===== src/rtl/qsm_pkg.sv =====
// Shared constants, step table and register indexes of the quant step mapper.
`default_nettype none

package qsm_pkg;

    localparam int QF_W      = 8;
    localparam int HINT_W    = 4;
    localparam int STEP_W    = 16;
    localparam int MIN_W     = 10;
    localparam int CFG_W     = 16;
    localparam int CFG_IDX_W = 3;

    localparam int TABLE_STEPS = 32;
    localparam int FRAC_BITS   = 4;
    localparam int FRAC_STEPS  = 1 << FRAC_BITS;
    localparam int POS_W       = 10;
    localparam int IDX_W       = 6;
    localparam int SCALE_W     = 16;

    localparam int LANES  = 3;
    localparam int LANE_Y = 0;
    localparam int LANE_U = 1;
    localparam int LANE_V = 2;

    localparam logic [CFG_IDX_W-1:0] CFG_U_OFFSET = 3'd0;
    localparam logic [CFG_IDX_W-1:0] CFG_V_OFFSET = 3'd1;
    localparam logic [CFG_IDX_W-1:0] CFG_NEUTRAL  = 3'd2;
    localparam logic [CFG_IDX_W-1:0] CFG_MIN_STEP = 3'd3;
    localparam logic [CFG_IDX_W-1:0] CFG_MAX_STEP = 3'd4;

    localparam logic [MIN_W-1:0]  MIN_STEP_RESET = 10'd128;
    localparam logic [STEP_W-1:0] MAX_STEP_RESET = 16'd8192;

    localparam logic [STEP_W-1:0] MID_STEPS [TABLE_STEPS-1] = '{
        16'd592,  16'd637,  16'd685,  16'd738,  16'd794,  16'd855,  16'd920,  16'd991,
        16'd1066, 16'd1148, 16'd1236, 16'd1330, 16'd1432, 16'd1541, 16'd1659, 16'd1786,
        16'd1922, 16'd2069, 16'd2227, 16'd2397, 16'd2580, 16'd2777, 16'd2990, 16'd3218,
        16'd3464, 16'd3729, 16'd4013, 16'd4320, 16'd4650, 16'd5005, 16'd5388
    };

endpackage

`default_nettype wire


===== src/rtl/qsm_if.sv =====
// Valid/ready channel interfaces for quality requests and step results.
`default_nettype none

interface qsm_req_if;
    logic                      valid;
    logic                      ready;
    logic [qsm_pkg::QF_W-1:0]   q_factor;
    logic [qsm_pkg::HINT_W-1:0] q_hint;

    modport source (output valid, q_factor, q_hint, input ready);
    modport sink   (input valid, q_factor, q_hint, output ready);
endinterface

interface qsm_rsp_if;
    logic                      valid;
    logic                      ready;
    logic [qsm_pkg::STEP_W-1:0] luma_step;
    logic [qsm_pkg::STEP_W-1:0] u_dc_step;
    logic [qsm_pkg::STEP_W-1:0] u_ac_step;
    logic [qsm_pkg::STEP_W-1:0] v_dc_step;
    logic [qsm_pkg::STEP_W-1:0] v_ac_step;
    logic [qsm_pkg::STEP_W-1:0] alpha_step;

    modport source (output valid, luma_step, u_dc_step, u_ac_step, v_dc_step, v_ac_step,
                    alpha_step, input ready);
    modport sink   (input valid, luma_step, u_dc_step, u_ac_step, v_dc_step, v_ac_step,
                    alpha_step, output ready);
endinterface

`default_nettype wire


===== src/rtl/quality_to_quant_step_mapper_core.sv =====
// Quality factor to quantizer step mapper, six-stage pipeline.
//
// Channels: req carries q_factor and q_hint, rsp carries the six quantizer
// steps of one segment (luma, U DC/AC, V DC/AC, alpha). A beat moves on a
// channel when valid and ready are both high. The user must write config registers
// via cfg_we / cfg_index / cfg_data while no request is in flight; not enforced.
//
// Throughput: one beat per cycle while rsp.ready is high; each stage holds one
// request, stages are saturate/offset, position table, step table,
// interpolation, DC scaling multiply and round/clamp.
//
// Reset: all stage valid bits clear and the config registers return to their
// defaults (offsets zero, min step 128, max step 8192).
// Stall: while rsp.ready is low the output beat holds; earlier stages keep
// filling until every stage is occupied, then req.ready drops. No beat is
// lost or repeated.
`default_nettype none

module quality_to_quant_step_mapper_core #(
    parameter int QFACTOR_MAX = 64,
    parameter int HINT_MAX    = 15
) (
    input  wire logic                            clk,
    input  wire logic                            rst_n,
    qsm_req_if.sink                              req,
    qsm_rsp_if.source                            rsp,
    input  wire logic                            cfg_we,
    input  wire logic [qsm_pkg::CFG_IDX_W-1:0]   cfg_index,
    input  wire logic [qsm_pkg::CFG_W-1:0]       cfg_data
);
    import qsm_pkg::*;

    localparam int QW     = $clog2(QFACTOR_MAX + 1);
    localparam int HW     = $clog2(HINT_MAX + 1);
    localparam int STAGES = 6;

    // config registers
    logic [QF_W-1:0]   u_offset_mult_reg;
    logic [QF_W-1:0]   v_offset_mult_reg;
    logic [QF_W-1:0]   neutral_mult_reg;
    logic [MIN_W-1:0]  min_step_reg;
    logic [STEP_W-1:0] max_step_reg;

    always_ff @(posedge clk or negedge rst_n)
    begin
        if (!rst_n)
        begin
            u_offset_mult_reg <= '0;
            v_offset_mult_reg <= '0;
            neutral_mult_reg  <= '0;
            min_step_reg      <= MIN_STEP_RESET;
            max_step_reg      <= MAX_STEP_RESET;
        end
        else if (cfg_we)
        begin
            case (cfg_index)
                CFG_U_OFFSET: u_offset_mult_reg <= cfg_data[QF_W-1:0];
                CFG_V_OFFSET: v_offset_mult_reg <= cfg_data[QF_W-1:0];
                CFG_NEUTRAL:  neutral_mult_reg  <= cfg_data[QF_W-1:0];
                CFG_MIN_STEP: min_step_reg      <= cfg_data[MIN_W-1:0];
                CFG_MAX_STEP: max_step_reg      <= cfg_data[STEP_W-1:0];
                default:      ;
            endcase
        end
    end

    // constant tables
    logic [POS_W-1:0]   pos_lut   [QFACTOR_MAX+1];
    logic [SCALE_W-1:0] scale_lut [HINT_MAX+1];

    for (genvar gi = 0; gi <= QFACTOR_MAX; gi++)
    begin : g_pos
        localparam int POS = (gi * TABLE_STEPS * FRAC_STEPS) / QFACTOR_MAX;
        assign pos_lut[gi] = POS_W'(POS);
    end

    for (genvar gi = 0; gi <= HINT_MAX; gi++)
    begin : g_scale
        localparam longint SC =
            (64'd65536 * (15 * HINT_MAX + 55 * gi) + 50 * HINT_MAX) / (100 * HINT_MAX);
        assign scale_lut[gi] = SCALE_W'(SC);
    end

    function automatic logic [STEP_W-1:0] table_at(
        input logic [IDX_W-1:0]  idx,
        input logic [MIN_W-1:0]  lo,
        input logic [STEP_W-1:0] hi
    );
        logic [STEP_W-1:0] r;
        if (idx == '0)
            r = STEP_W'(lo);
        else if (idx >= IDX_W'(TABLE_STEPS))
            r = hi;
        else
            r = MID_STEPS[5'(idx - IDX_W'(1))];
        return r;
    endfunction

    function automatic logic [STEP_W-1:0] clamp_step(
        input logic [STEP_W:0]   q,
        input logic [MIN_W-1:0]  lo,
        input logic [STEP_W-1:0] hi
    );
        logic [STEP_W:0] r;
        r = q;
        if (r > {1'b0, hi})
            r = {1'b0, hi};
        if (r < (STEP_W+1)'(lo))
            r = (STEP_W+1)'(lo);
        return r[STEP_W-1:0];
    endfunction

    // handshake chain
    logic [STAGES:1] valid_reg;
    logic [STAGES:1] stage_en;
    logic [STAGES:1] valid_next;

    always_comb
    begin
        stage_en[STAGES] = ~valid_reg[STAGES] | rsp.ready;
        for (int k = STAGES - 1; k >= 1; k--)
            stage_en[k] = ~valid_reg[k] | stage_en[k+1];
        valid_next[1] = req.valid;
        for (int k = 2; k <= STAGES; k++)
            valid_next[k] = valid_reg[k-1];
    end

    assign req.ready = stage_en[1];

    always_ff @(posedge clk or negedge rst_n)
    begin
        if (!rst_n)
            valid_reg <= '0;
        else
        begin
            for (int k = 1; k <= STAGES; k++)
                if (stage_en[k])
                    valid_reg[k] <= valid_next[k];
        end
    end

    // stage 1: saturate, chroma offset, clamp
    logic [QW-1:0] q1_reg  [LANES];
    logic [QW-1:0] q1_next [LANES];
    logic [HW-1:0] h1_reg;
    logic [HW-1:0] h1_next;
    logic [QF_W-1:0] qf_sat;
    logic [9:0]      qu_sum;
    logic [9:0]      qv_sum;

    always_comb
    begin
        qf_sat = (req.q_factor > QF_W'(QFACTOR_MAX)) ? QF_W'(QFACTOR_MAX)
                                                     : req.q_factor;
        h1_next = (req.q_hint > HINT_W'(HINT_MAX)) ? HW'(HINT_MAX)
                                                   : req.q_hint[HW-1:0];
        qu_sum = 10'(qf_sat) + 10'(u_offset_mult_reg) - 10'(neutral_mult_reg);
        qv_sum = 10'(qf_sat) + 10'(v_offset_mult_reg) - 10'(neutral_mult_reg);
        q1_next[LANE_Y] = qf_sat[QW-1:0];
        if (qu_sum[9])
            q1_next[LANE_U] = '0;
        else if (qu_sum[8:0] > 9'(QFACTOR_MAX))
            q1_next[LANE_U] = QW'(QFACTOR_MAX);
        else
            q1_next[LANE_U] = qu_sum[QW-1:0];
        if (qv_sum[9])
            q1_next[LANE_V] = '0;
        else if (qv_sum[8:0] > 9'(QFACTOR_MAX))
            q1_next[LANE_V] = QW'(QFACTOR_MAX);
        else
            q1_next[LANE_V] = qv_sum[QW-1:0];
    end

    always_ff @(posedge clk)
    begin
        if (stage_en[1])
        begin
            q1_reg <= q1_next;
            h1_reg <= h1_next;
        end
    end

    // stage 2: table position and DC scale
    logic [POS_W-1:0]   pos2_reg [LANES];
    logic [SCALE_W-1:0] scale2_reg;

    always_ff @(posedge clk)
    begin
        if (stage_en[2])
        begin
            for (int l = 0; l < LANES; l++)
                pos2_reg[l] <= pos_lut[q1_reg[l]];
            scale2_reg <= scale_lut[h1_reg];
        end
    end

    // stage 3: fetch neighboring table entries
    logic [STEP_W-1:0]    t0_3_reg  [LANES];
    logic [STEP_W-1:0]    t1_3_reg  [LANES];
    logic [FRAC_BITS-1:0] eps3_reg  [LANES];
    logic [SCALE_W-1:0]   scale3_reg;
    logic [IDX_W-1:0]     idx2      [LANES];

    always_comb
    begin
        for (int l = 0; l < LANES; l++)
            idx2[l] = IDX_W'(pos2_reg[l][POS_W-1:FRAC_BITS]);
    end

    always_ff @(posedge clk)
    begin
        if (stage_en[3])
        begin
            for (int l = 0; l < LANES; l++)
            begin
                t0_3_reg[l] <= table_at(idx2[l], min_step_reg, max_step_reg);
                t1_3_reg[l] <= table_at(idx2[l] + IDX_W'(1), min_step_reg, max_step_reg);
                eps3_reg[l] <= pos2_reg[l][FRAC_BITS-1:0];
            end
            scale3_reg <= scale2_reg;
        end
    end

    // stage 4: linear interpolation with rounding
    logic [STEP_W-1:0]  val4_reg  [LANES];
    logic [STEP_W-1:0]  val4_next [LANES];
    logic [SCALE_W-1:0] scale4_reg;
    logic [20:0]        interp    [LANES];

    always_comb
    begin
        for (int l = 0; l < LANES; l++)
        begin
            interp[l] = 21'(t0_3_reg[l]) * 21'(5'(FRAC_STEPS) - 5'(eps3_reg[l]))
                      + 21'(t1_3_reg[l]) * 21'(eps3_reg[l])
                      + 21'(FRAC_STEPS / 2);
            val4_next[l] = interp[l][STEP_W+FRAC_BITS-1:FRAC_BITS];
        end
    end

    always_ff @(posedge clk)
    begin
        if (stage_en[4])
        begin
            val4_reg   <= val4_next;
            scale4_reg <= scale3_reg;
        end
    end

    // stage 5: DC scale multiply, clamp the unscaled steps
    logic [STEP_W-1:0]         luma5_reg;
    logic [STEP_W-1:0]         u_ac5_reg;
    logic [STEP_W-1:0]         v_ac5_reg;
    logic [STEP_W+SCALE_W-1:0] u_prod5_reg;
    logic [STEP_W+SCALE_W-1:0] v_prod5_reg;

    always_ff @(posedge clk)
    begin
        if (stage_en[5])
        begin
            luma5_reg   <= clamp_step({1'b0, val4_reg[LANE_Y]}, min_step_reg, max_step_reg);
            u_ac5_reg   <= clamp_step({1'b0, val4_reg[LANE_U]}, min_step_reg, max_step_reg);
            v_ac5_reg   <= clamp_step({1'b0, val4_reg[LANE_V]}, min_step_reg, max_step_reg);
            u_prod5_reg <= (STEP_W+SCALE_W)'(val4_reg[LANE_U]) * (STEP_W+SCALE_W)'(scale4_reg);
            v_prod5_reg <= (STEP_W+SCALE_W)'(val4_reg[LANE_V]) * (STEP_W+SCALE_W)'(scale4_reg);
        end
    end

    // stage 6: round the scaled DC steps and clamp; output register
    logic [STEP_W+SCALE_W:0] u_round;
    logic [STEP_W+SCALE_W:0] v_round;
    logic [STEP_W-1:0]       luma6_reg;
    logic [STEP_W-1:0]       u_dc6_reg;
    logic [STEP_W-1:0]       u_ac6_reg;
    logic [STEP_W-1:0]       v_dc6_reg;
    logic [STEP_W-1:0]       v_ac6_reg;

    assign u_round = (STEP_W+SCALE_W+1)'(u_prod5_reg) + (STEP_W+SCALE_W+1)'(32768);
    assign v_round = (STEP_W+SCALE_W+1)'(v_prod5_reg) + (STEP_W+SCALE_W+1)'(32768);

    always_ff @(posedge clk)
    begin
        if (stage_en[6])
        begin
            luma6_reg <= luma5_reg;
            u_ac6_reg <= u_ac5_reg;
            v_ac6_reg <= v_ac5_reg;
            u_dc6_reg <= clamp_step(u_round[STEP_W+SCALE_W:SCALE_W], min_step_reg,
                                    max_step_reg);
            v_dc6_reg <= clamp_step(v_round[STEP_W+SCALE_W:SCALE_W], min_step_reg,
                                    max_step_reg);
        end
    end

    assign rsp.valid      = valid_reg[STAGES];
    assign rsp.luma_step  = luma6_reg;
    assign rsp.u_dc_step  = u_dc6_reg;
    assign rsp.u_ac_step  = u_ac6_reg;
    assign rsp.v_dc_step  = v_dc6_reg;
    assign rsp.v_ac_step  = v_ac6_reg;
    assign rsp.alpha_step = luma6_reg;

`ifndef SYNTH
    a_ready_full: assert property (@(posedge clk) disable iff (!rst_n)
        !req.ready |-> &valid_reg)
        else $error("request stalled with an empty stage");

    a_q_range: assert property (@(posedge clk) disable iff (!rst_n)
        valid_reg[1] |-> (q1_reg[LANE_Y] <= QW'(QFACTOR_MAX))
                      && (q1_reg[LANE_U] <= QW'(QFACTOR_MAX))
                      && (q1_reg[LANE_V] <= QW'(QFACTOR_MAX))
                      && (h1_reg <= HW'(HINT_MAX)))
        else $error("quality value out of range after clamp");

    a_pos_range: assert property (@(posedge clk) disable iff (!rst_n)
        valid_reg[2] |-> ((pos2_reg[LANE_Y][FRAC_BITS-1:0] == '0)
                          || (idx2[LANE_Y] < IDX_W'(TABLE_STEPS)))
                      && ((pos2_reg[LANE_U][FRAC_BITS-1:0] == '0)
                          || (idx2[LANE_U] < IDX_W'(TABLE_STEPS)))
                      && ((pos2_reg[LANE_V][FRAC_BITS-1:0] == '0)
                          || (idx2[LANE_V] < IDX_W'(TABLE_STEPS))))
        else $error("interpolation past last table entry");
`endif

endmodule

`default_nettype wire

===== src/flat_wrapper.sv =====
// flat-port wrapper written by rule: the top's interface ports become plain ports
module quality_to_quant_step_mapper_core_flat import qsm_pkg::*;
#(
    parameter int QFACTOR_MAX = 64,
    parameter int HINT_MAX    = 15
)
  (clk, rst_n, cfg_we, cfg_index, cfg_data, req_valid, req_q_factor, req_q_hint, req_ready, rsp_valid, rsp_luma_step, rsp_u_dc_step, rsp_u_ac_step, rsp_v_dc_step, rsp_v_ac_step, rsp_alpha_step, rsp_ready);
  qsm_req_if req_i ();
  qsm_rsp_if rsp_i ();
  input  wire logic clk;
  input  wire logic rst_n;
  input  wire logic cfg_we;
  input  wire logic [qsm_pkg::CFG_IDX_W-1:0] cfg_index;
  input  wire logic [qsm_pkg::CFG_W-1:0] cfg_data;
  input wire logic [$bits(req_i.valid)-1:0] req_valid;
  input wire logic [$bits(req_i.q_factor)-1:0] req_q_factor;
  input wire logic [$bits(req_i.q_hint)-1:0] req_q_hint;
  output wire logic [$bits(req_i.ready)-1:0] req_ready;
  output wire logic [$bits(rsp_i.valid)-1:0] rsp_valid;
  output wire logic [$bits(rsp_i.luma_step)-1:0] rsp_luma_step;
  output wire logic [$bits(rsp_i.u_dc_step)-1:0] rsp_u_dc_step;
  output wire logic [$bits(rsp_i.u_ac_step)-1:0] rsp_u_ac_step;
  output wire logic [$bits(rsp_i.v_dc_step)-1:0] rsp_v_dc_step;
  output wire logic [$bits(rsp_i.v_ac_step)-1:0] rsp_v_ac_step;
  output wire logic [$bits(rsp_i.alpha_step)-1:0] rsp_alpha_step;
  input wire logic [$bits(rsp_i.ready)-1:0] rsp_ready;
  assign req_i.valid = req_valid;
  assign req_i.q_factor = req_q_factor;
  assign req_i.q_hint = req_q_hint;
  assign req_ready = req_i.ready;
  assign rsp_valid = rsp_i.valid;
  assign rsp_luma_step = rsp_i.luma_step;
  assign rsp_u_dc_step = rsp_i.u_dc_step;
  assign rsp_u_ac_step = rsp_i.u_ac_step;
  assign rsp_v_dc_step = rsp_i.v_dc_step;
  assign rsp_v_ac_step = rsp_i.v_ac_step;
  assign rsp_alpha_step = rsp_i.alpha_step;
  assign rsp_i.ready = rsp_ready;
  quality_to_quant_step_mapper_core #(.QFACTOR_MAX(QFACTOR_MAX), .HINT_MAX(HINT_MAX)) u_core (.clk(clk), .rst_n(rst_n), .req(req_i), .rsp(rsp_i), .cfg_we(cfg_we), .cfg_index(cfg_index), .cfg_data(cfg_data));
endmodule

===== config.mk =====
export PLATFORM = sky130hd
export DESIGN_NAME = quality_to_quant_step_mapper_core_flat
export DESIGN_NICKNAME = d
export VERILOG_FILES = /design/src/rtl/qsm_pkg.sv /design/src/rtl/qsm_if.sv /design/src/rtl/quality_to_quant_step_mapper_core.sv /design/src/flat_wrapper.sv
export SDC_FILE = /design/constraint.sdc
export NUM_CORES = 2
export LEC_CHECK = 0
export CAP_MARGIN = 20
export CORE_MARGIN = 1
export CORE_UTILIZATION = 52
export DETAILED_ROUTE_END_ITERATION = 8
export DONT_BUFFER_PORTS = 1
export GPL_TIMING_DRIVEN = 0
export PLACE_DENSITY_LB_ADDON = 0.12
export SLEW_MARGIN = 20
export SYNTH_ARGS = -nofsm -noshare
export SYNTH_HDL_FRONTEND = slang
export SYNTH_SLANG_ARGS = --single-unit

===== constraint.sdc =====
create_clock -name clk -period 6.25 [get_ports clk]
set_clock_uncertainty 0.2 [all_clocks]
set_input_delay 1.25 -clock clk [delete_from_list [all_inputs] [get_ports clk]]
set_output_delay 1.25 -clock clk [all_outputs]
set_load 0.02 [all_outputs]

# After elaboration in Yosys (flattened, before gate mapping)
# Memory sizes are Yosys's and may differ from the RTL's. A register that Yosys moved wholly into a read port is not among the register bits.
# Index checks and enable logic that the tools add are counted.
# totals
elab_cells	210
rom_bits	7168
mem_count	14
output_inout_bits	98
input_bits	36
mem_bits_rw	138
latch_bits	0
register_bits	353
# op_classes
reduce_logical	14
multipliers	8
muxes	58
n_shift	0
addsub	24
order_cmp	29
div	0
eq_ne	4
bitwise_logic	22
# memory_table
name	words	word_bits	read_ports	rd_ports_with_merged_regs	wr	line_no	rtl
(name not given)	128	10	1	0	0	quality_to_quant_step_mapper_core.sv:192	pos2_reg[l] <= pos_lut[q1_reg[l]];
(name not given)	128	10	1	0	0	quality_to_quant_step_mapper_core.sv:192	
(name not given)	128	10	1	0	0	quality_to_quant_step_mapper_core.sv:192	
(name not given)	32	16	1	0	0	quality_to_quant_step_mapper_core.sv:95	r = MID_STEPS[5'(idx - IDX_W'(1))];
(name not given)	32	16	1	0	0	quality_to_quant_step_mapper_core.sv:95	
(name not given)	32	16	1	0	0	quality_to_quant_step_mapper_core.sv:95	
+8 memories	--	--	--	--	--	--	
# ops
op	count
$mux 16	33
$mux 17	7
$mux 10	11
$lt 17x10->1	5
$ge 6x6->1 const B	12
$add 32x16->33 const B	2
$mul 16x16->32	2
$mul 16x21->20	3
$add 20x20->20	3
$add 20x4->20 const B	3
$mul 16x4->20	3
$gt 16x16->1	3
$logic_not 6->1	6
$not 5->6	6
$gt 17x16->1	2
$sub 5x1->5 const B	6
$ge 8x8->1 const B	3
$not 7->8	3
$sub 10x8->10	2
$add 6x1->6 const B	3
$add 8x8->9	2
$gt 9x7->1 const B	2
$sub 5x4->6 const A	3
$mux 7	2
other kinds (13)	32

# Longest topological paths before layout
# An unclocked memory read counts as a cell.
# depth
depth_word	10
mapped_depth	24
mapped_depth_nobuf	23

# Least setup slack after synthesis
# OpenSTA, ideal clock, no wires.
# synth_path
kind	register to register
start	reg u_core.scale4_reg[1]
end	reg u_core.u_prod5_reg[31] (data pin)
arrival_ps	6142
n_path_buf	2
path_stages_with_launch	23
setup_time_ps	266
required_time_ps	5784
setup_slack_ps	-358
period_less_slack_ps	6608
path_cell_list	edfxtp_1 clkbuf_1 clkbuf_1 nand2_1 fa_1 fa_1 fa_1 inv_1 fa_1 fa_1 inv_1 fa_1 inv_1 ha_1 o21a_1 o211a_1 nand4_1 o211ai_1 a211oi_1 a21oi_1 and3_1 o41ai_1 xnor2_1
# synth_between
elab_chain_cells	1
# synth_rtl
item	line_no	rtl
start: declaration	quality_to_quant_step_mapper_core.sv:227	logic [SCALE_W-1:0] scale4_reg;
start signal: assignment	quality_to_quant_step_mapper_core.sv:246	scale4_reg <= scale3_reg;
$mul 16x16->32	quality_to_quant_step_mapper_core.sv:264	u_prod5_reg <= (STEP_W+SCALE_W)'(val4_reg[LANE_U]) * (STEP_W+SCALE_W)'(scale4_reg);
end signal: assignment	quality_to_quant_step_mapper_core.sv:264	
end: declaration	quality_to_quant_step_mapper_core.sv:254	logic [STEP_W+SCALE_W-1:0] u_prod5_reg;
# Every way passes these cells.
# A chain may end at the register's enable or synchronous reset.

# Worst setup path after layout
# layout_path
start	reg u_core.scale4_reg[14]
end	reg u_core.v_prod5_reg[30] (data pin)
# layout_between
elab_chain_cells	1
# layout_rtl
item	line_no	rtl
$mul 16x16->32	quality_to_quant_step_mapper_core.sv:265	v_prod5_reg <= (STEP_W+SCALE_W)'(val4_reg[LANE_V]) * (STEP_W+SCALE_W)'(scale4_reg);
end signal: assignment	quality_to_quant_step_mapper_core.sv:265	
end: declaration	quality_to_quant_step_mapper_core.sv:255	logic [STEP_W+SCALE_W-1:0] v_prod5_reg;
# Every way passes these cells.

==> impl_metrics.json <==
{
  "failed_checks": "setup timing",
  "area_growth_pct": 12.9,
  "cts_tree": "yes",
  "first_pass_iters": 7,
  "antenna_left": 0,
  "fp-row-count": 113,
  "crit_type": "register to register",
  "rr_worst_depth": 19,
  "drv_slew": 0,
  "grt_start_max_net_pins": 75,
  "async_reset_ff_frac": 0.122,
  "clk_pin_slew_ns": 0.06,
  "die_x_um": 312,
  "grt-ovfl-total": 0,
  "multiInputGateArea_um2": 33400,
  "place_inst": 6453,
  "core_um2": 95000,
  "gp_congestion": 0.963,
  "synth_mux_area_frac": 0.0352,
  "synthFlopType": "edfxtp_1",
  "initialDrtViolationCount": 3140,
  "min_period_over_period": 1.06,
  "hp-class": "primary input to async pin",
  "synth.distinct_cells": 85,
  "num_vias": 38900,
  "clk_latency_ns": 0.64,
  "htreeDepth": 2,
  "pre_cts_slack_ns": -1.58,
  "path_max_fanout": 10,
  "cts_hold_buf": 0,
  "cts_sinks": 459,
  "max_freq_mhz": 151,
  "root_buffer": "clkbuf_16",
  "syn_inst": 5153,
  "grt_antenna_before_repair": 8,
  "synthXorXnorAreaFrac": 0.0329,
  "start_util": 0.525,
  "ys_warn_count": 0,
  "r2r_end": "u_core.v_prod5_reg[30]",
  "vias_per_cell": 5.78,
  "dieArea_um2": 97200,
  "totalWireLength_um": 158000,
  "slew_headroom": 0.343,
  "synth-edff-count": 403,
  "fin_crit_ns": 6.62,
  "crit-reg2reg-launch": "u_core.scale4_reg[14]",
  "port_buffers": 0,
  "nets": 6520,
  "final-seq-area_um2": 13500,
  "fin_ws_ns": -0.372,
  "synth_compound_area_frac": 0.112,
  "end_kind": "register",
  "synth_fa_ha_area_frac": 0.335,
  "required_ns": 6.43,
  "fill_cells": 8165,
  "hold_violations": 0,
  "status": "complete, but fails checks",
  "synth_top_family_by_area": "adder cells",
  "clk_path_buf_depth": 3,
  "grt_pass1_vias": 38800,
  "rsz0062_at_grt": "true",
  "layoutNonFillerInstCount": 6717,
  "cts_inserted_buffers": 52,
  "yosysSeqAreaShare": 0.271,
  "grt_pass1_wl_um": 238000,
  "ys_ff_latch": 459,
  "worst_pin_slew_ns": 0.985,
  "start_kind": "register",
  "finalSetupViolations": 22,
  "cp_data_arrival_time_ns": 6.80,
  "drc": 0,
  "syn_avg_cell_area_um2": 9.69,
  "r2r_setup_slack_ns": -0.37,
  "dieHeight_um": 312,
  "syn_area_um2": 49900,
  "max_cap_viol_count": 0,
  "finish.utilization": 0.593,
  "drive_above_1_share": 0.122,
  "dp_hpwl_um": 116000,
  "wl_per_cell_um": 23.5,
  "synth-simple-area-share": 0.138,
  "grt_use_total": 0.325,
  "hold_ws_ns": 0.115,
  "ios": 134
}
## cell families after synthesis
kind of cell,after synthesis
XOR/XNOR,186
adder cells (fa/ha/maj),1079
AO/OA/AOI/OAI,896
multiplexers,150
AND/OR/NAND/NOR,1426
other,2
buffers and inverters,955
flip-flops,459
## worst max-delay path, cell delays in order (launching register included)
cell	delay, ns
edfxtp_1	0.57
clkbuf_8	0.27
nand2_1	0.08
fa_1	0.54
fa_1	0.45
fa_1	0.51
fa_1	0.60
fa_1	0.47
fa_1	0.50
inv_1	0.07
ha_4	0.23
a211oi_2	0.23
nand2_1	0.14
a211o_1	0.30
o21ai_4	0.23
a21o_4	0.19
a211oi_2	0.08
or3_4	0.43
a21oi_4	0.15
xnor2_2	0.11
## cell usage after synthesis (70+ instances only)
| cell | n | area, um^2 |
|---|---|---|
| mux2_2 | 110 | 1240 |
| inv_1 | 672 | 2520 |
| xnor2_1 | 127 | 1110 |
| ha_1 | 650 | 8130 |
| and2_1 | 318 | 1990 |
| edfxtp_1 | 403 | 12100 |
| nor2_1 | 223 | 837 |
| fa_1 | 429 | 8590 |
| clkbuf_1 | 232 | 871 |
| a211oi_1 | 102 | 766 |
| nor3_1 | 70 | 350 |
| a21oi_1 | 267 | 1340 |
| nand3_1 | 71 | 355 |
| o21ai_0 | 233 | 1170 |
| nand2_1 | 545 | 2050 |
## through the flow
stage / setup TNS (ns) / cell area (um^2)
2_1_floorplan: -0.00359 / 50100
3_3_place_gp: -407.35 / 51700
3_5_place_dp: -58.43 / 51900
4_1_cts: -3.49 / 55700
5_1_grt: -8.07 / 56300
6_report: -4.05 / 56400
## placed cells by master, fill, tap and decap left out, drive strengths merged, types with 127 or more instances in the layout
master,count
fa,429
nor2,223
nand2,545
clkbuf,277
edfxtp,403
and2,319
xnor2,127
inv,675
ha,650
a21oi,267
o21ai,234
buf,232
## cell type report
cell class,instances,area share
multi-input cells,3767,0.593
flip-flops and latches,459,0.240
inverters,683,0.0464
plain buffers,266,0.0324
well taps,1265,0.0281
repair buffers,176,0.0279
clock buffers,68,0.0256
clock inverters,29,0.00639
diodes,4,0.000178
## how the worst max path moves through the flow
stage                                startpoint                endpoint  cells after the start
after floorplan             u_core.val4_reg[22]  u_core.u_prod5_reg[31]                     21
after global placement                rsp_ready  u_core.t1_3_reg[0][31]                      4
after detailed placement     u_core.val4_reg[0]  u_core.v_prod5_reg[30]                     20
after CTS                  u_core.scale4_reg[9]  u_core.v_prod5_reg[30]                     21
after global routing       u_core.scale4_reg[5]  u_core.u_prod5_reg[31]                     24
final                     u_core.scale4_reg[14]  u_core.v_prod5_reg[30]                     19
## what timing repair did
item / 4_1_cts / 5_1_grt
pin swaps: 81 / 79
buffers inserted: 135 / 33
endpoints found under the setup margin: 84 / 73
gates cloned: 2 / 0
resized for setup: 265 / 138
## layer usage
metal | track usage | vias to the layer above | share of wire
met5 | 0 | - | 0.00025
met4 | 0.169 | 8 | 0.062
met2 | 0.519 | 1630 | 0.45
met3 | 0.0685 | 425 | 0.083
met1 | 0.415 | 18900 | 0.40
li1 | - | 17900 | -
Power is left out: the tool's default activity adds up to more than one toggle a clock period on the data nets, which glitch-free logic cannot reach.
